## src/rtl/core/aht_pkg.sv

```systemverilog
// Package for the annotation hit test core: widths, field offsets, shape and
// register codes, and the command/status structs between controller and datapath.
// No dependencies.
package aht_pkg;

	localparam int COORD_BITS = 32;
	localparam int FRAC_BITS  = 16;
	localparam int DIST_BITS  = 32;
	localparam int ID_BITS    = 32;
	localparam int SHAPE_BITS = 3;
	localparam int CNT_BITS   = 16;

	// magnitude of a coordinate difference, products and sums of three squares
	localparam int MAG_BITS   = COORD_BITS + 1;
	localparam int PROD_BITS  = 2 * MAG_BITS;
	localparam int SUM_BITS   = PROD_BITS + 2;
	localparam int DIFF_BITS  = COORD_BITS + 3;
	localparam int ROOT_BITS  = SUM_BITS / 2;
	localparam int T_BITS     = FRAC_BITS + 1;
	localparam int ITER_BITS  = $clog2(ROOT_BITS + 1);

	localparam int CFG_BITS   = (COORD_BITS > DIST_BITS) ? COORD_BITS : DIST_BITS;
	localparam int IDX_BITS   = 2;

	// input tdata layout, lowest bit first
	localparam int ID_LSB      = 0;
	localparam int SHAPE_LSB   = ID_LSB + ID_BITS;
	localparam int RAD_LSB     = SHAPE_LSB + SHAPE_BITS;
	localparam int VIS_LSB     = RAD_LSB + DIST_BITS;
	localparam int X_LSB       = VIS_LSB + 1;
	localparam int Y_LSB       = X_LSB + COORD_BITS;
	localparam int Z_LSB       = Y_LSB + COORD_BITS;
	localparam int IN_USED     = Z_LSB + COORD_BITS;
	localparam int IN_TDATA_BITS  = ((IN_USED + 7) / 8) * 8;
	localparam int OUT_USED       = 1 + ID_BITS + DIST_BITS;
	localparam int OUT_TDATA_BITS = ((OUT_USED + 7) / 8) * 8;

	localparam logic [SHAPE_BITS-1:0] SHAPE_CIRCLE = 3'd1;
	localparam logic [SHAPE_BITS-1:0] SHAPE_TEXT   = 3'd2;
	localparam logic [SHAPE_BITS-1:0] SHAPE_LINE   = 3'd3;
	localparam logic [SHAPE_BITS-1:0] SHAPE_RECT   = 3'd6;

	localparam logic [IDX_BITS-1:0] REG_QUERY_X   = 2'd0;
	localparam logic [IDX_BITS-1:0] REG_QUERY_Y   = 2'd1;
	localparam logic [IDX_BITS-1:0] REG_QUERY_Z   = 2'd2;
	localparam logic [IDX_BITS-1:0] REG_TOLERANCE = 2'd3;

	typedef enum logic [1:0] {
		LD_NONE      = 2'd0,
		LD_POINT     = 2'd1,
		LD_PREV_CUR  = 2'd2,
		LD_CUR_FIRST = 2'd3
	} load_sel_t;

	typedef enum logic [1:0] {
		DST_LEN  = 2'd0,
		DST_DOT  = 2'd1,
		DST_PROJ = 2'd2,
		DST_SQ   = 2'd3
	} mul_dst_t;

	typedef struct packed {
		logic      latch;
		logic      set_first;
		load_sel_t load_sel;
		logic      circle;
		logic      mul_go;
		mul_dst_t  mul_dst;
		logic [1:0] axis;
		logic      t_init;
		logic      div_step;
		logic      sqrt_init;
		logic      sqrt_step;
		logic      post;
		logic      advance;
		logic      decide;
		logic      report;
	} dp_cmd_t;

	typedef struct packed {
		logic                  finish;
		logic [SHAPE_BITS-1:0] shape;
		logic                  last;
		logic                  cnt_zero;
		logic                  cnt_ge2;
		logic                  out_full;
	} dp_stat_t;

endpackage

```

## src/rtl/core/aht_ctrl.sv

```systemverilog
// Controller of the annotation hit test core: sequences each distance job
// through the shared multiplier, divider and square-root steps.
// Depends on aht_pkg.
module aht_ctrl (
	input  logic               clk,
	input  logic               arst_n,
	input  logic               s_tvalid,
	output logic               s_tready,
	input  aht_pkg::dp_stat_t  stat,
	output aht_pkg::dp_cmd_t   cmd
);

	localparam int IB = aht_pkg::ITER_BITS;

	typedef enum logic [14:0] {
		ST_IDLE    = 15'h0001,
		ST_DECODE  = 15'h0002,
		ST_LEN     = 15'h0004,
		ST_DOT     = 15'h0008,
		ST_TINIT   = 15'h0010,
		ST_DIV     = 15'h0020,
		ST_PROJ    = 15'h0040,
		ST_SQ      = 15'h0080,
		ST_SQINIT  = 15'h0100,
		ST_SQRT    = 15'h0200,
		ST_POST    = 15'h0400,
		ST_ADVANCE = 15'h0800,
		ST_CLOSE   = 15'h1000,
		ST_FINAL   = 15'h2000,
		ST_REPORT  = 15'h4000
	} state_t;

	state_t state_q, state_d;
	logic [IB-1:0] iter_q, iter_d;
	logic closing_q, closing_d;
	logic mul_end;

	assign mul_end  = iter_q == IB'(3);
	assign s_tready = state_q == ST_IDLE;

	always_comb begin
		state_d   = state_q;
		iter_d    = iter_q;
		closing_d = closing_q;
		cmd = '0;
		cmd.axis = iter_q[1:0];
		case (state_q)
			ST_IDLE: begin
				if (s_tvalid) begin
					cmd.latch = 1'b1;
					state_d = ST_DECODE;
				end
			end
			ST_DECODE: begin
				iter_d = '0;
				closing_d = 1'b0;
				if (stat.finish) begin
					state_d = ST_REPORT;
				end else if (stat.cnt_zero) begin
					cmd.set_first = 1'b1;
					if (stat.shape <= aht_pkg::SHAPE_TEXT) begin
						cmd.load_sel = aht_pkg::LD_POINT;
						cmd.circle = stat.shape == aht_pkg::SHAPE_CIRCLE;
						state_d = ST_LEN;
					end else begin
						state_d = ST_ADVANCE;
					end
				end else if (stat.shape >= aht_pkg::SHAPE_LINE) begin
					cmd.load_sel = aht_pkg::LD_PREV_CUR;
					state_d = ST_LEN;
				end else begin
					state_d = ST_ADVANCE;
				end
			end
			ST_LEN: begin
				cmd.mul_go = !mul_end;
				cmd.mul_dst = aht_pkg::DST_LEN;
				iter_d = iter_q + 1'b1;
				if (mul_end) begin
					iter_d = '0;
					state_d = ST_DOT;
				end
			end
			ST_DOT: begin
				cmd.mul_go = !mul_end;
				cmd.mul_dst = aht_pkg::DST_DOT;
				iter_d = iter_q + 1'b1;
				if (mul_end) begin
					iter_d = '0;
					state_d = ST_TINIT;
				end
			end
			ST_TINIT: begin
				cmd.t_init = 1'b1;
				state_d = ST_DIV;
			end
			ST_DIV: begin
				cmd.div_step = 1'b1;
				iter_d = iter_q + 1'b1;
				if (iter_q == IB'(aht_pkg::FRAC_BITS - 1)) begin
					iter_d = '0;
					state_d = ST_PROJ;
				end
			end
			ST_PROJ: begin
				cmd.mul_go = !mul_end;
				cmd.mul_dst = aht_pkg::DST_PROJ;
				iter_d = iter_q + 1'b1;
				if (mul_end) begin
					iter_d = '0;
					state_d = ST_SQ;
				end
			end
			ST_SQ: begin
				cmd.mul_go = !mul_end;
				cmd.mul_dst = aht_pkg::DST_SQ;
				iter_d = iter_q + 1'b1;
				if (mul_end) begin
					iter_d = '0;
					state_d = ST_SQINIT;
				end
			end
			ST_SQINIT: begin
				cmd.sqrt_init = 1'b1;
				state_d = ST_SQRT;
			end
			ST_SQRT: begin
				cmd.sqrt_step = 1'b1;
				iter_d = iter_q + 1'b1;
				if (iter_q == IB'(aht_pkg::ROOT_BITS - 1)) begin
					iter_d = '0;
					state_d = ST_POST;
				end
			end
			ST_POST: begin
				cmd.post = 1'b1;
				state_d = closing_q ? ST_FINAL : ST_ADVANCE;
			end
			ST_ADVANCE: begin
				cmd.advance = 1'b1;
				state_d = stat.last ? ST_CLOSE : ST_IDLE;
			end
			ST_CLOSE: begin
				// closing segment back to the first vertex
				if (stat.shape >= aht_pkg::SHAPE_RECT && stat.cnt_ge2) begin
					cmd.load_sel = aht_pkg::LD_CUR_FIRST;
					closing_d = 1'b1;
					iter_d = '0;
					state_d = ST_LEN;
				end else begin
					state_d = ST_FINAL;
				end
			end
			ST_FINAL: begin
				cmd.decide = 1'b1;
				state_d = ST_IDLE;
			end
			ST_REPORT: begin
				if (!stat.out_full) begin
					cmd.report = 1'b1;
					state_d = ST_IDLE;
				end
			end
			default: begin
				state_d = ST_IDLE;
			end
		endcase
	end

	always_ff @(posedge clk or negedge arst_n) begin
		if (!arst_n) begin
			state_q   <= ST_IDLE;
			iter_q    <= '0;
			closing_q <= 1'b0;
		end else begin
			state_q   <= state_d;
			iter_q    <= iter_d;
			closing_q <= closing_d;
		end
	end

endmodule

```

## config.mk

```make
export PLATFORM = sky130hd
export DESIGN_NAME = aht_ctrl
export DESIGN_NICKNAME = d
export VERILOG_FILES = /design/src/rtl/core/aht_pkg.sv /design/src/rtl/core/aht_ctrl.sv
export SDC_FILE = /design/constraint.sdc
export NUM_CORES = 1
export LEC_CHECK = 0
export ABC_CLOCK_PERIOD_IN_PS = 5200
export BUFFER_PORTS_ARGS = -buffer_cell sky130_fd_sc_hd__buf_2
export CAP_MARGIN = 20
export CORE_MARGIN = 2
export CORE_UTILIZATION = 48
export DETAILED_ROUTE_END_ITERATION = 12
export HOLD_SLACK_MARGIN = 0.08
export PLACE_DENSITY = 0.79
export SYNTH_ARGS = -nofsm -noshare
export SYNTH_HDL_FRONTEND = slang
export SYNTH_SLANG_ARGS = --single-unit
```

## constraint.sdc

```tcl
create_clock -name clk -period 5.2 [get_ports clk]
set_input_delay 0 -clock clk [delete_from_list [all_inputs] [get_ports clk]]
set_output_delay 0 -clock clk [all_outputs]
set_load 0.02 [all_outputs]
```

==> results of run 1 <==
## layout by cell type (no fill, tap or decap), drive strengths merged, types with 2 or more instances in the layout
master       count
nand3            8
a21oi            5
o31a             2
inv              6
dlygate4sd3      7
or3b             2
mux2             3
xnor2            3
and3             2
a21o             5
or3              3
nor4             5
nor3b            3
or4              4
and2             4
dfrtp           21
buf             29
a211o            2
nor4b            8
or4b             2
ha               2
o21a             2
o22ai            2
nor3            10
nor2            19
and4b            2
nand4            4
or2              5
nand2           15
clkbuf           3
## metal layers
layer,routed length (um),GRT usage,part of all wire
met1,1700,0.297,0.46
met3,197,0.0210,0.053
met4,41,0.0745,0.011
met2,1760,0.345,0.47
met5,0,0,0
## logic make-up (layout without fill, tap and decap cells)
family	Yosys count	in the layout
AND/OR/NAND/NOR	99	99
AO/OA/AOI/OAI	27	27
flip-flops	22	22
buffers and inverters	15	46
XOR/XNOR	4	4
multiplexers	4	4
adder cells (fa/ha/maj)	3	3
## metrics by stage
stage | power [uW] | hold slack (ns) | std cells | setup WS [ns] | instance area [sq um]
floorplan | 422 | -0.296 | 174 | 2.63 | 1560
global placement | 478 | 0.00148 | 238 | 2.69 | 1700
detailed placement | 480 | 0.00217 | 238 | 2.63 | 1700
CTS | 619 | 0.0892 | 249 | 2.26 | 1830
global route | 655 | 0.128 | 249 | 2.06 | 1830
finish | 620 | 0.0879 | 249 | 2.16 | 1830
## worst min-delay path by stage
| stage | from | end | cells past startpoint |
|---|---|---|---|
| after floorplan | arst_n | closing_q | 0 |
| after global placement | arst_n | state_q[8] | 1 |
| after detailed placement | arst_n | state_q[8] | 1 |
| after CTS | stat[5] | state_q[13] | 4 |
| after global routing | stat[2] | state_q[2] | 3 |
| final | stat[2] | state_q[2] | 3 |
## critical path, delay by kind of cell, from the launching register on
family	cells	cell delay [ns]
compound gates	1	0.12
simple gates	4	1.71
flops	1	0.47
buf+inv	2	0.67
## synthesized netlist by cell type, drive strengths merged, types with 2 or more instances
cell type	count	area share
nor4	5	0.034
or2	5	0.020
xnor2	3	0.017
buf	8	0.037
a21o	5	0.024
and4b	2	0.013
dfrtp	21	0.34
nand4	4	0.016
o31a	2	0.012
mux2	3	0.022
nor4b	8	0.045
or4b	2	0.013
or3b	2	0.011
nor3b	3	0.014
nand2	15	0.036
a21oi	5	0.016
nand3	8	0.029
o22ai	2	0.0080
and2	4	0.016
or3	3	0.012
inv	6	0.014
nor2	19	0.046
nor3	10	0.035
a211o	2	0.011
o21a	2	0.0096
or4	4	0.026
and3	2	0.0080
ha	2	0.016
## report_power, final
part           internal (uW)  switching, uW  total, uW
Sequential               197           31.1        228
Combinational           98.4            159        257
Clock                   78.0           57.1        135
## state kept, by name, summed over array words and instances (netlist names)
register	flops
iter_q	6
closing_q	1
state_q	15
## cell type report
cell class                 count  area, sq um  area share
clock inverter                 1         30.0      0.0164
timing repair buffer          36          215       0.118
clock buffer                   3         22.5      0.0123
multi-input combinational    137          928       0.509
sequential                    22          552       0.302
tap                           44         55.1      0.0302
inverter                       6         22.5      0.0123
==> reports/metrics.yaml, run 1 <==
ys_seq_area_frac: 0.353
layout_cells_sized_above_1: 0.268
area_growth_from_synthesis_to_layout_pct: 16.7
min_period_ns: 3.04
remaining_drc_errors: 0
critPathRequiredTime_ns: 5.45
r2r-start: "state_q[3]"
grt-ovfl-total: 0
run_status: "complete, no violations"
synth.distinct_cells: 54
achievable-frequency_mhz: 329
crit_path_top_delay_cell: "sky130_fd_sc_hd__nor4_1"
worstRegToRegCells: 7
crit_fanout: 8
vias_in_the_first_global_route: 1277
timing_worst_slew_pin_value_ns: 0.832
crit-reg2reg-capture: "state_q[11]"
post_detailed_route_count_of_antenna_violating_nets: 0
path_cells: "nor4_1, nand2_1, or4_4, nor3b_1, inv_1, o32ai_1, dlygate4sd3_1"
synth_mux_area_frac: 0.0280
number_of_cts_inserted_buffers: 3
average_via_count_per_standard_cell: 5.91
final_nets: 219
cts.repair_timing.setup_buffer_count: 0
grt_pass1_wl_mm: 5.91
pwr_density_cell_nw_per_um2: 340
max-cap-violations: 0
drtPass1Iterations: 4
chipWidth_um: 61.1
timing.final.hold_violations: 0
post_cts_resized: 0
synthFlopType: "sky130_fd_sc_hd__dfrtp_1"
slew_violations: 0
synthesis.area_per_instance_sq_um: 8.99
clock_sink_count: 22
slew-limit-headroom: 0.441
synth-adder-area-share: 0.0224
rsz0062_at_grt: "false"
cts.clk_slew.worst_paths_ns: 0.14
hpwl_mm: 2.73
post_synth_instance_area_sq_um: 1560
ys_warn_count: 0
worst_ir_drop_vdd_mv: 0.236
chipHeight_um: 61.1
portBuffers: 29
final.period_utilization: 0.585
io-pin-count: 30
cts_htree_levels: 1
synthesis.instances: 174
synthesis.nets: 187
insertion_delay_ns: 0.33
worst_setup_path_start_kind: "register"
dieArea_sq_um: 3730
leakagePower_uw: 0.000902
num_vias: 1472
synth_enable_flop_cells: 0
finalWeightedCongestion: 0.861
fp_rows: 20
antenna_cells_inserted: 0
core_sq_um: 3080
critical_path_class: "reg -> reg"
final.setup_skew_ns: 0.0198
yosys_register_bits: 22
synth-xor-area-share: 0.0224
routed_wirelength_mm: 3.70
synth_top_family_by_area: "simple AND/OR/NAND/NOR gates"
fillers: 274
synth_compound_gate_area_share: 0.134
total_of_hold_buffers_inserted_after_clock_tree_synthesis: 7
cts_buffer_depth: 2
grt_start_max_net_pins: 23
tritoncts_clock_tree: "done"
slowest_delay_ns: 0.60
starting_density: 0.508
initialDrtViolationCount: 122
cp.arrival_ns: 3.29
final-setup-viol-count: 0
reg2reg_setup_slack_ns: 2.16
share_of_flip_flops_with_an_asynchronous_set_or_reset: 1.00
hold_path.class: "in -> reg"
synth_simple_gate_area_frac: 0.387
setup-tns-final_ns: 0
initial_antenna_violation_count: 0
routed_wire_length_per_instance_um: 14.9
end_kind: "register"
cts.root.buffer_cell: "sky130_fd_sc_hd__clkbuf_4"
final_core_util: 0.593
critPathCapture: "state_q[11]"
globalRouteTotalUtil: 0.213
crit_start: "state_q[3]"
(Power assumes the default switching activity.)
==> inputs of run 2 (changes only) <==
- ABC_CLOCK_PERIOD_IN_PS: 5200 -> 2500
- PLACE_DENSITY: 0.79 -> 0.82
- clock period: 5.2 -> 2.5 ns (I/O delays scaled with it)
==> run 2 against run 1 <==
  * Routed wire length rose by 4.0%
  * Largest power group unchanged
  * Utilization grew 4.9 points
  * Largest cell class unchanged
  * Die area is the same
==> reports/metrics.yaml, run 2 (synthesis results as in run 1) <==
critical_path_class: "reg -> reg"
initial_antenna_violation_count: 0  # unchanged
final_common_cell: "sky130_fd_sc_hd__buf_2"
cts.root.buffer_cell: "sky130_fd_sc_hd__clkbuf_4"
chipHeight_um: 61.1  # unchanged
worstPathBufferInverterCount: 1  # -1
post_detailed_route_count_of_antenna_violating_nets: 0  # unchanged
io-pin-count: 30  # unchanged
achievable-frequency_mhz: 415  # +26%
drtPass1Iterations: 4  # unchanged
grt_start_max_net_pins: 23  # unchanged
routed_wire_length_per_instance_um: 14.5  # -2.7%
slew_violations: 0  # unchanged
hold_path.class: "in -> reg"
post_layout_worst_setup_margin_ns: 0.0908  # -2.07 ns
layout.cells.most_common_list: "sky130_fd_sc_hd__buf_2, sky130_fd_sc_hd__nor2_1, sky130_fd_sc_hd__dfrtp_1, sky130_fd_sc_hd__buf_4, sky130_fd_sc_hd__nand2_1"
pwr_density_cell_nw_per_um2: 632  # +86%
path_cells: "buf_4, or4b_1, nor4_4, o31a_2, nor3_4, nand3_2, mux2_2"
initialDrtViolationCount: 56  # -54%
grt_pass1_wl_mm: 6.34  # +7.4%
insertion_delay_ns: 0.31  # -0.02 ns
starting_density: 0.508  # unchanged
place_inst: 254  # +6.7%
max-cap-violations: 0  # unchanged
cp.arrival_ns: 2.61  # -0.68 ns
number_of_cts_inserted_buffers: 3  # unchanged
final-instance-count-excl-fill: 266  # +6.8%
slowest_delay_ns: 0.57  # -0.03 ns
average_via_count_per_standard_cell: 5.69  # -3.8%
vias_in_the_first_global_route: 1447  # +13%
cts_htree_levels: 1  # unchanged
fp_rows: 20  # unchanged
tritoncts_clock_tree: "done"
hpwl_mm: 2.85  # +4.4%
worst_setup_path_start_kind: "register"
dieArea_sq_um: 3730  # unchanged
clock_sink_count: 22  # unchanged
routed_wirelength_mm: 3.85  # +4.0%
antenna_cells_inserted: 0  # unchanged
reg_top3: "state_q (15), iter_q (6), closing_q (1)"
final-setup-viol-count: 0  # unchanged
crit_start: "state_q[4]"
rsz0062_at_grt: "false"
leakagePower_uw: 0.000988  # +9.6%
r2r-start: "state_q[4]"
end_kind: "register"
cts.clk_slew.worst_paths_ns: 0.12  # -0.02 ns
worst_hold_slack_ns: 0.111  # +0.0234 ns
layout_cells_sized_above_1: 0.369  # +0.101
num_vias: 1513  # +2.8%
final.period_utilization: 0.964  # +0.379
number_of_flip_flops_under_the_largest_register_name: 15  # unchanged
crit_fanout: 9  # +1
slew-limit-headroom: 0.552  # +0.112
worst_ir_drop_vdd_mv: 0.581  # +150%
core_sq_um: 3080  # unchanged
critPathRequiredTime_ns: 2.70  # -2.75 ns
pre_cts_ws_ns: 0.0388  # -2.59 ns
chipWidth_um: 61.1  # unchanged
remaining_drc_errors: 0  # unchanged
timing_worst_slew_pin_value_ns: 0.666  # -0.166 ns
run_status: "complete, no violations"
largest_register: "state_q"
timing.final.hold_violations: 0  # unchanged
grt-ovfl-total: 0  # unchanged
finalWeightedCongestion: 0.851  # -1.2%
globalRouteTotalUtil: 0.230  # +0.0171
portBuffers: 29  # unchanged
min_period_ns: 2.41  # -0.630 ns
worst_hold_startpoint: "stat[1]"
crit_path_top_delay_cell: "sky130_fd_sc_hd__or4b_1"
final_nets: 236  # +7.8%
setup-tns-final_ns: 0  # unchanged
cts_buffer_depth: 2  # unchanged
final.setup_skew_ns: 0.00761  # -0.0122 ns
worst_path_dominant_cell_family: "simple AND/OR/NAND/NOR gates"
area_growth_from_synthesis_to_layout_pct: 26.3
[run 2: cell types whose count changed in the layout (fill, tap and decap cells not counted), sizes merged]
cell	delta
buf	+18
bufinv	-1
clkbuf	+1
dlygate4sd3	-1
[run 2: worst paths after layout]
path / cells after the start / to / slack [ns]
worst max-delay path: 7 / state_q[3] / 0.09
worst min-delay path: 4 / state_q[13] / 0.11
worst max register to register: 7 / state_q[3] / 0.09
worst min register to register: 1 / closing_q / 0.54
max in group asynchronous: 2 / state_q[9] / 1.95
min in group asynchronous: 2 / state_q[12] / 0.17
[run 2: area by class of cell]
class	instances	area, sq um
Sequential cell	22	556
Timing Repair Buffer	53	340
Fill cell	269	1100
Tap cell	44	55.1
Multi-Input combinational cell	137	976
Inverter	6	22.5
Clock buffer	4	26.3
[run 2: report_power, final]
group          total, uW  internal [uW]  switching [uW]  leakage (uW)
combinational        603            262             341      0.000677
clock                170           62.2             108     0.0000150
sequential           476            409            67.2      0.000297
[run 2: tightest hold or removal path, stage by stage]
cell,delay (ns)
sky130_fd_sc_hd__buf_2,0.07
sky130_fd_sc_hd__nand3_1,0.11
sky130_fd_sc_hd__nand3_1,0.14
sky130_fd_sc_hd__nand2_1,0.07
[run 2: per-layer routing]
layer	track usage	share of wire	vias to the layer above
met2	0.371	0.49	34
met5	0	0	-
met4	0.0870	0.019	0
li1	-	-	745
met1	0.316	0.45	726
met3	0.0294	0.037	8
[run 2: repair_timing]
item / CTS / global route
hold endpoints to repair: 26 / 0
pin swaps: 1 / 0
endpoints found under the setup margin: 6 / 6
hold buffers: 6 / 0
gates cloned: 0 / 0
buffers inserted: 1 / 1
gates resized for setup: 6 / 6
[run 2: through the flow]
| step | instance area [sq um] | utilization | total power (uW) |
|---|---|---|---|
| floorplan | 1570 | - | 884 |
| global route | 1980 | 0.642 | 1340 |
| finish | 1980 | 0.642 | 1250 |
| detailed placement | 1830 | 0.594 | 1050 |
| CTS | 1950 | 0.634 | 1240 |
| global placement | 1830 | 0.594 | 1040 |
==> inputs of run 3 (changes only) <==
- ABC_CLOCK_PERIOD_IN_PS: 2500 -> 3100
- PLACE_DENSITY: 0.82 -> 0.79
- clock period: 2.5 -> 3.1 ns (I/O delays scaled with it)
==> run 3 against run 2 <==
  * Register-to-register slack better by 0.13 ns
  * Largest power group unchanged
  * Sequential share of layout area up 2.0 points
  * Clock skew down 0.0012 ns
  * Critical path type unchanged
  * Die area unchanged
  * Global-route usage down 1.3 points
  * First-iteration DRC count up 150%
  * Critical endpoint is now state_q[11]
==> reports/metrics.yaml, run 3 (synthesis results as in run 1) <==
leakagePower_uw: 0.000907  # -8.3%
layout_cells_sized_above_1: 0.277  # -0.0927
layout.cells.most_common_list: "sky130_fd_sc_hd__buf_2, sky130_fd_sc_hd__dfrtp_1, sky130_fd_sc_hd__nor2_1"
seq_area_sq_um: 552  # -0.68%
portBuffers: 29  # unchanged
drtPass1Iterations: 4  # unchanged
cts.clk_slew.worst_paths_ns: 0.14  # +0.02 ns
final_nets: 220  # -6.8%
p_sw_frac: 0.398  # -0.0144
final.period_utilization: 0.930  # -0.0338
total_power_uw: 1060  # -15%
setup-tns-final_ns: 0  # unchanged
chipHeight_um: 61.1  # unchanged
core_sq_um: 3080  # unchanged
slew_violations: 0  # unchanged
reg_top3: "state_q (15), iter_q (6), closing_q (1)"
max-cap-violations: 0  # unchanged
number_of_cts_inserted_buffers: 3  # unchanged
finalWeightedCongestion: 0.882  # +3.7%
chipWidth_um: 61.1  # unchanged
run_status: "complete, no violations"
crit_fanout: 11  # +2
worst_ir_drop_vdd_mv: 0.345  # -41%
remaining_drc_errors: 0  # unchanged
area_growth_from_synthesis_to_layout_pct: 17.0
final_common_cell: "sky130_fd_sc_hd__buf_2"
final-instance-count-excl-fill: 250  # -6.0%
min_period_ns: 2.88  # +0.473 ns
cp.arrival_ns: 3.16  # +0.55 ns
worst_setup_path_start_kind: "register"
timing_worst_slew_pin_value_ns: 0.787  # +0.121 ns
critical_path_class: "reg -> reg"
average_via_count_per_standard_cell: 5.80  # +2.0%
timing.final.hold_violations: 0  # unchanged
initial_antenna_violation_count: 0  # unchanged
antenna_cells_inserted: 0  # unchanged
insertion_delay_ns: 0.33  # +0.02 ns
critPathRequiredTime_ns: 3.37  # +0.67 ns
hpwl_mm: 2.71  # -5.0%
post_detailed_route_count_of_antenna_violating_nets: 0  # unchanged
grt_pass1_wl_mm: 5.98  # -5.8%
final.setup_skew_ns: 0.00640  # -0.00121 ns
initialDrtViolationCount: 138  # +150%
crit_start: "state_q[6]"
power.clock.fraction: 0.220  # +0.084
slew-limit-headroom: 0.471  # -0.0810
largest_register: "state_q"
cts_htree_levels: 1  # unchanged
number_of_flip_flops_under_the_largest_register_name: 15  # unchanged
rsz0062_at_grt: "false"
pre_cts_ws_ns: 0.554  # +0.515 ns
tritoncts_clock_tree: "done"
hold_path.class: "in -> reg"
post_layout_worst_setup_margin_ns: 0.217  # +0.127 ns
routed_wirelength_mm: 3.67  # -4.7%
cts.repair_timing.setup_buffer_count: 0  # -1
final-setup-viol-count: 0  # unchanged
io-pin-count: 30  # unchanged
cts_buffer_depth: 2  # unchanged
starting_density: 0.508  # unchanged
achievable-frequency_mhz: 347  # -16%
place_inst: 240  # -5.5%
worst_hold_startpoint: "stat[1]"
fp_rows: 20  # unchanged
pwr_density_cell_nw_per_um2: 579  # -8.5%
switching_power_uw: 422  # -18%
sequentialPowerShare: 0.361  # -0.020
internal_power_uw: 638  # -13%
globalRouteTotalUtil: 0.217  # -0.0127
grt-ovfl-total: 0  # unchanged
r2r-start: "state_q[6]"
multiInputGateArea_sq_um: 928  # -4.9%
dieArea_sq_um: 3730  # unchanged
routed_wire_length_per_instance_um: 14.7  # +1.4%
vias_in_the_first_global_route: 1328  # -8.2%
cts.root.buffer_cell: "sky130_fd_sc_hd__clkbuf_4"
grt_start_max_net_pins: 23  # unchanged
num_vias: 1451  # -4.1%
fillers: 272  # +1.1%
end_kind: "register"
clock_sink_count: 22  # unchanged
combPwrFrac: 0.419  # -0.064
-- run 3: cell count changes in the layout (fill, tap and decap cells not counted), moves of 2 or more --
cell / before / now
sky130_fd_sc_hd__dfrtp_2: 3 / 0
sky130_fd_sc_hd__buf_4: 18 / 2
sky130_fd_sc_hd__dfrtp_1: 18 / 21
sky130_fd_sc_hd__nor3b_1: 1 / 3
sky130_fd_sc_hd__nor3b_2: 2 / 0
-- run 3: worst max-delay path: stages, from the launching register on --
cell,delay (ns)
sky130_fd_sc_hd__dfrtp_1,0.53
sky130_fd_sc_hd__or4_4,0.55
sky130_fd_sc_hd__or4_4,0.51
sky130_fd_sc_hd__nor3b_1,0.42
sky130_fd_sc_hd__inv_1,0.08
sky130_fd_sc_hd__o32ai_1,0.14
sky130_fd_sc_hd__dlygate4sd3_1,0.60
-- run 3: path summary, 6_finish.rpt --
| check | endpoint | slack, ns | cells past startpoint |
|---|---|---|---|
| worst max-delay path | state_q[11] | 0.22 | 6 |
| worst min-delay path | state_q[13] | 0.08 | 4 |
| worst max register to register | state_q[11] | 0.22 | 6 |
| worst min register to register | state_q[13] | 0.52 | 2 |
| max in group asynchronous | state_q[0] | 2.59 | 2 |
| min in group asynchronous | state_q[5] | 0.15 | 2 |
-- run 3: power by group through the flow --
stage / Clock [uW] / Combinational, uW / Sequential [uW]
global route: 244 / 486 / 393
floorplan: 0 / 337 / 371
finish: 233 / 444 / 383
detailed placement: 0 / 434 / 388
CTS: 230 / 444 / 382
global placement: 0 / 430 / 386
-- run 3: metrics by stage --
step / utilization / instance area (sq um) / hold WS, ns
final: 0.595 / 1830 / 0.0846
after global routing: 0.595 / 1830 / 0.0925
after CTS: 0.595 / 1830 / 0.0886
after detailed placement: 0.558 / 1720 / -0.00315
after global placement: 0.558 / 1720 / -0.00192
after floorplan: - / 1560 / -0.296
-- run 3: area by class of cell --
type,count,share of cell area
clock inverters,1,0.0164
inverters,6,0.0123
multi-input cells,137,0.507
clock buffers,3,0.0123
well taps,44,0.0301
flip-flops and latches,22,0.301
repair buffers,37,0.120
-- run 3: metal layers --
| metal | wire length (um) | part of all wire | up-vias | track usage |
|---|---|---|---|---|
| met5 | 0 | 0 | - | 0 |
| met4 | 65 | 0.018 | 0 | 0.0994 |
| met1 | 1690 | 0.46 | 686 | 0.297 |
| met3 | 201 | 0.055 | 7 | 0.0336 |
| li1 | - | - | 712 | - |
| met2 | 1710 | 0.47 | 46 | 0.339 |
-- run 3: repair_timing --
| item | 4_1_cts | 5_1_grt |
|---|---|---|
| resized for setup | 0 | 0 |
| hold endpoints to repair | 26 | 0 |
| hold buffers | 6 | 0 |
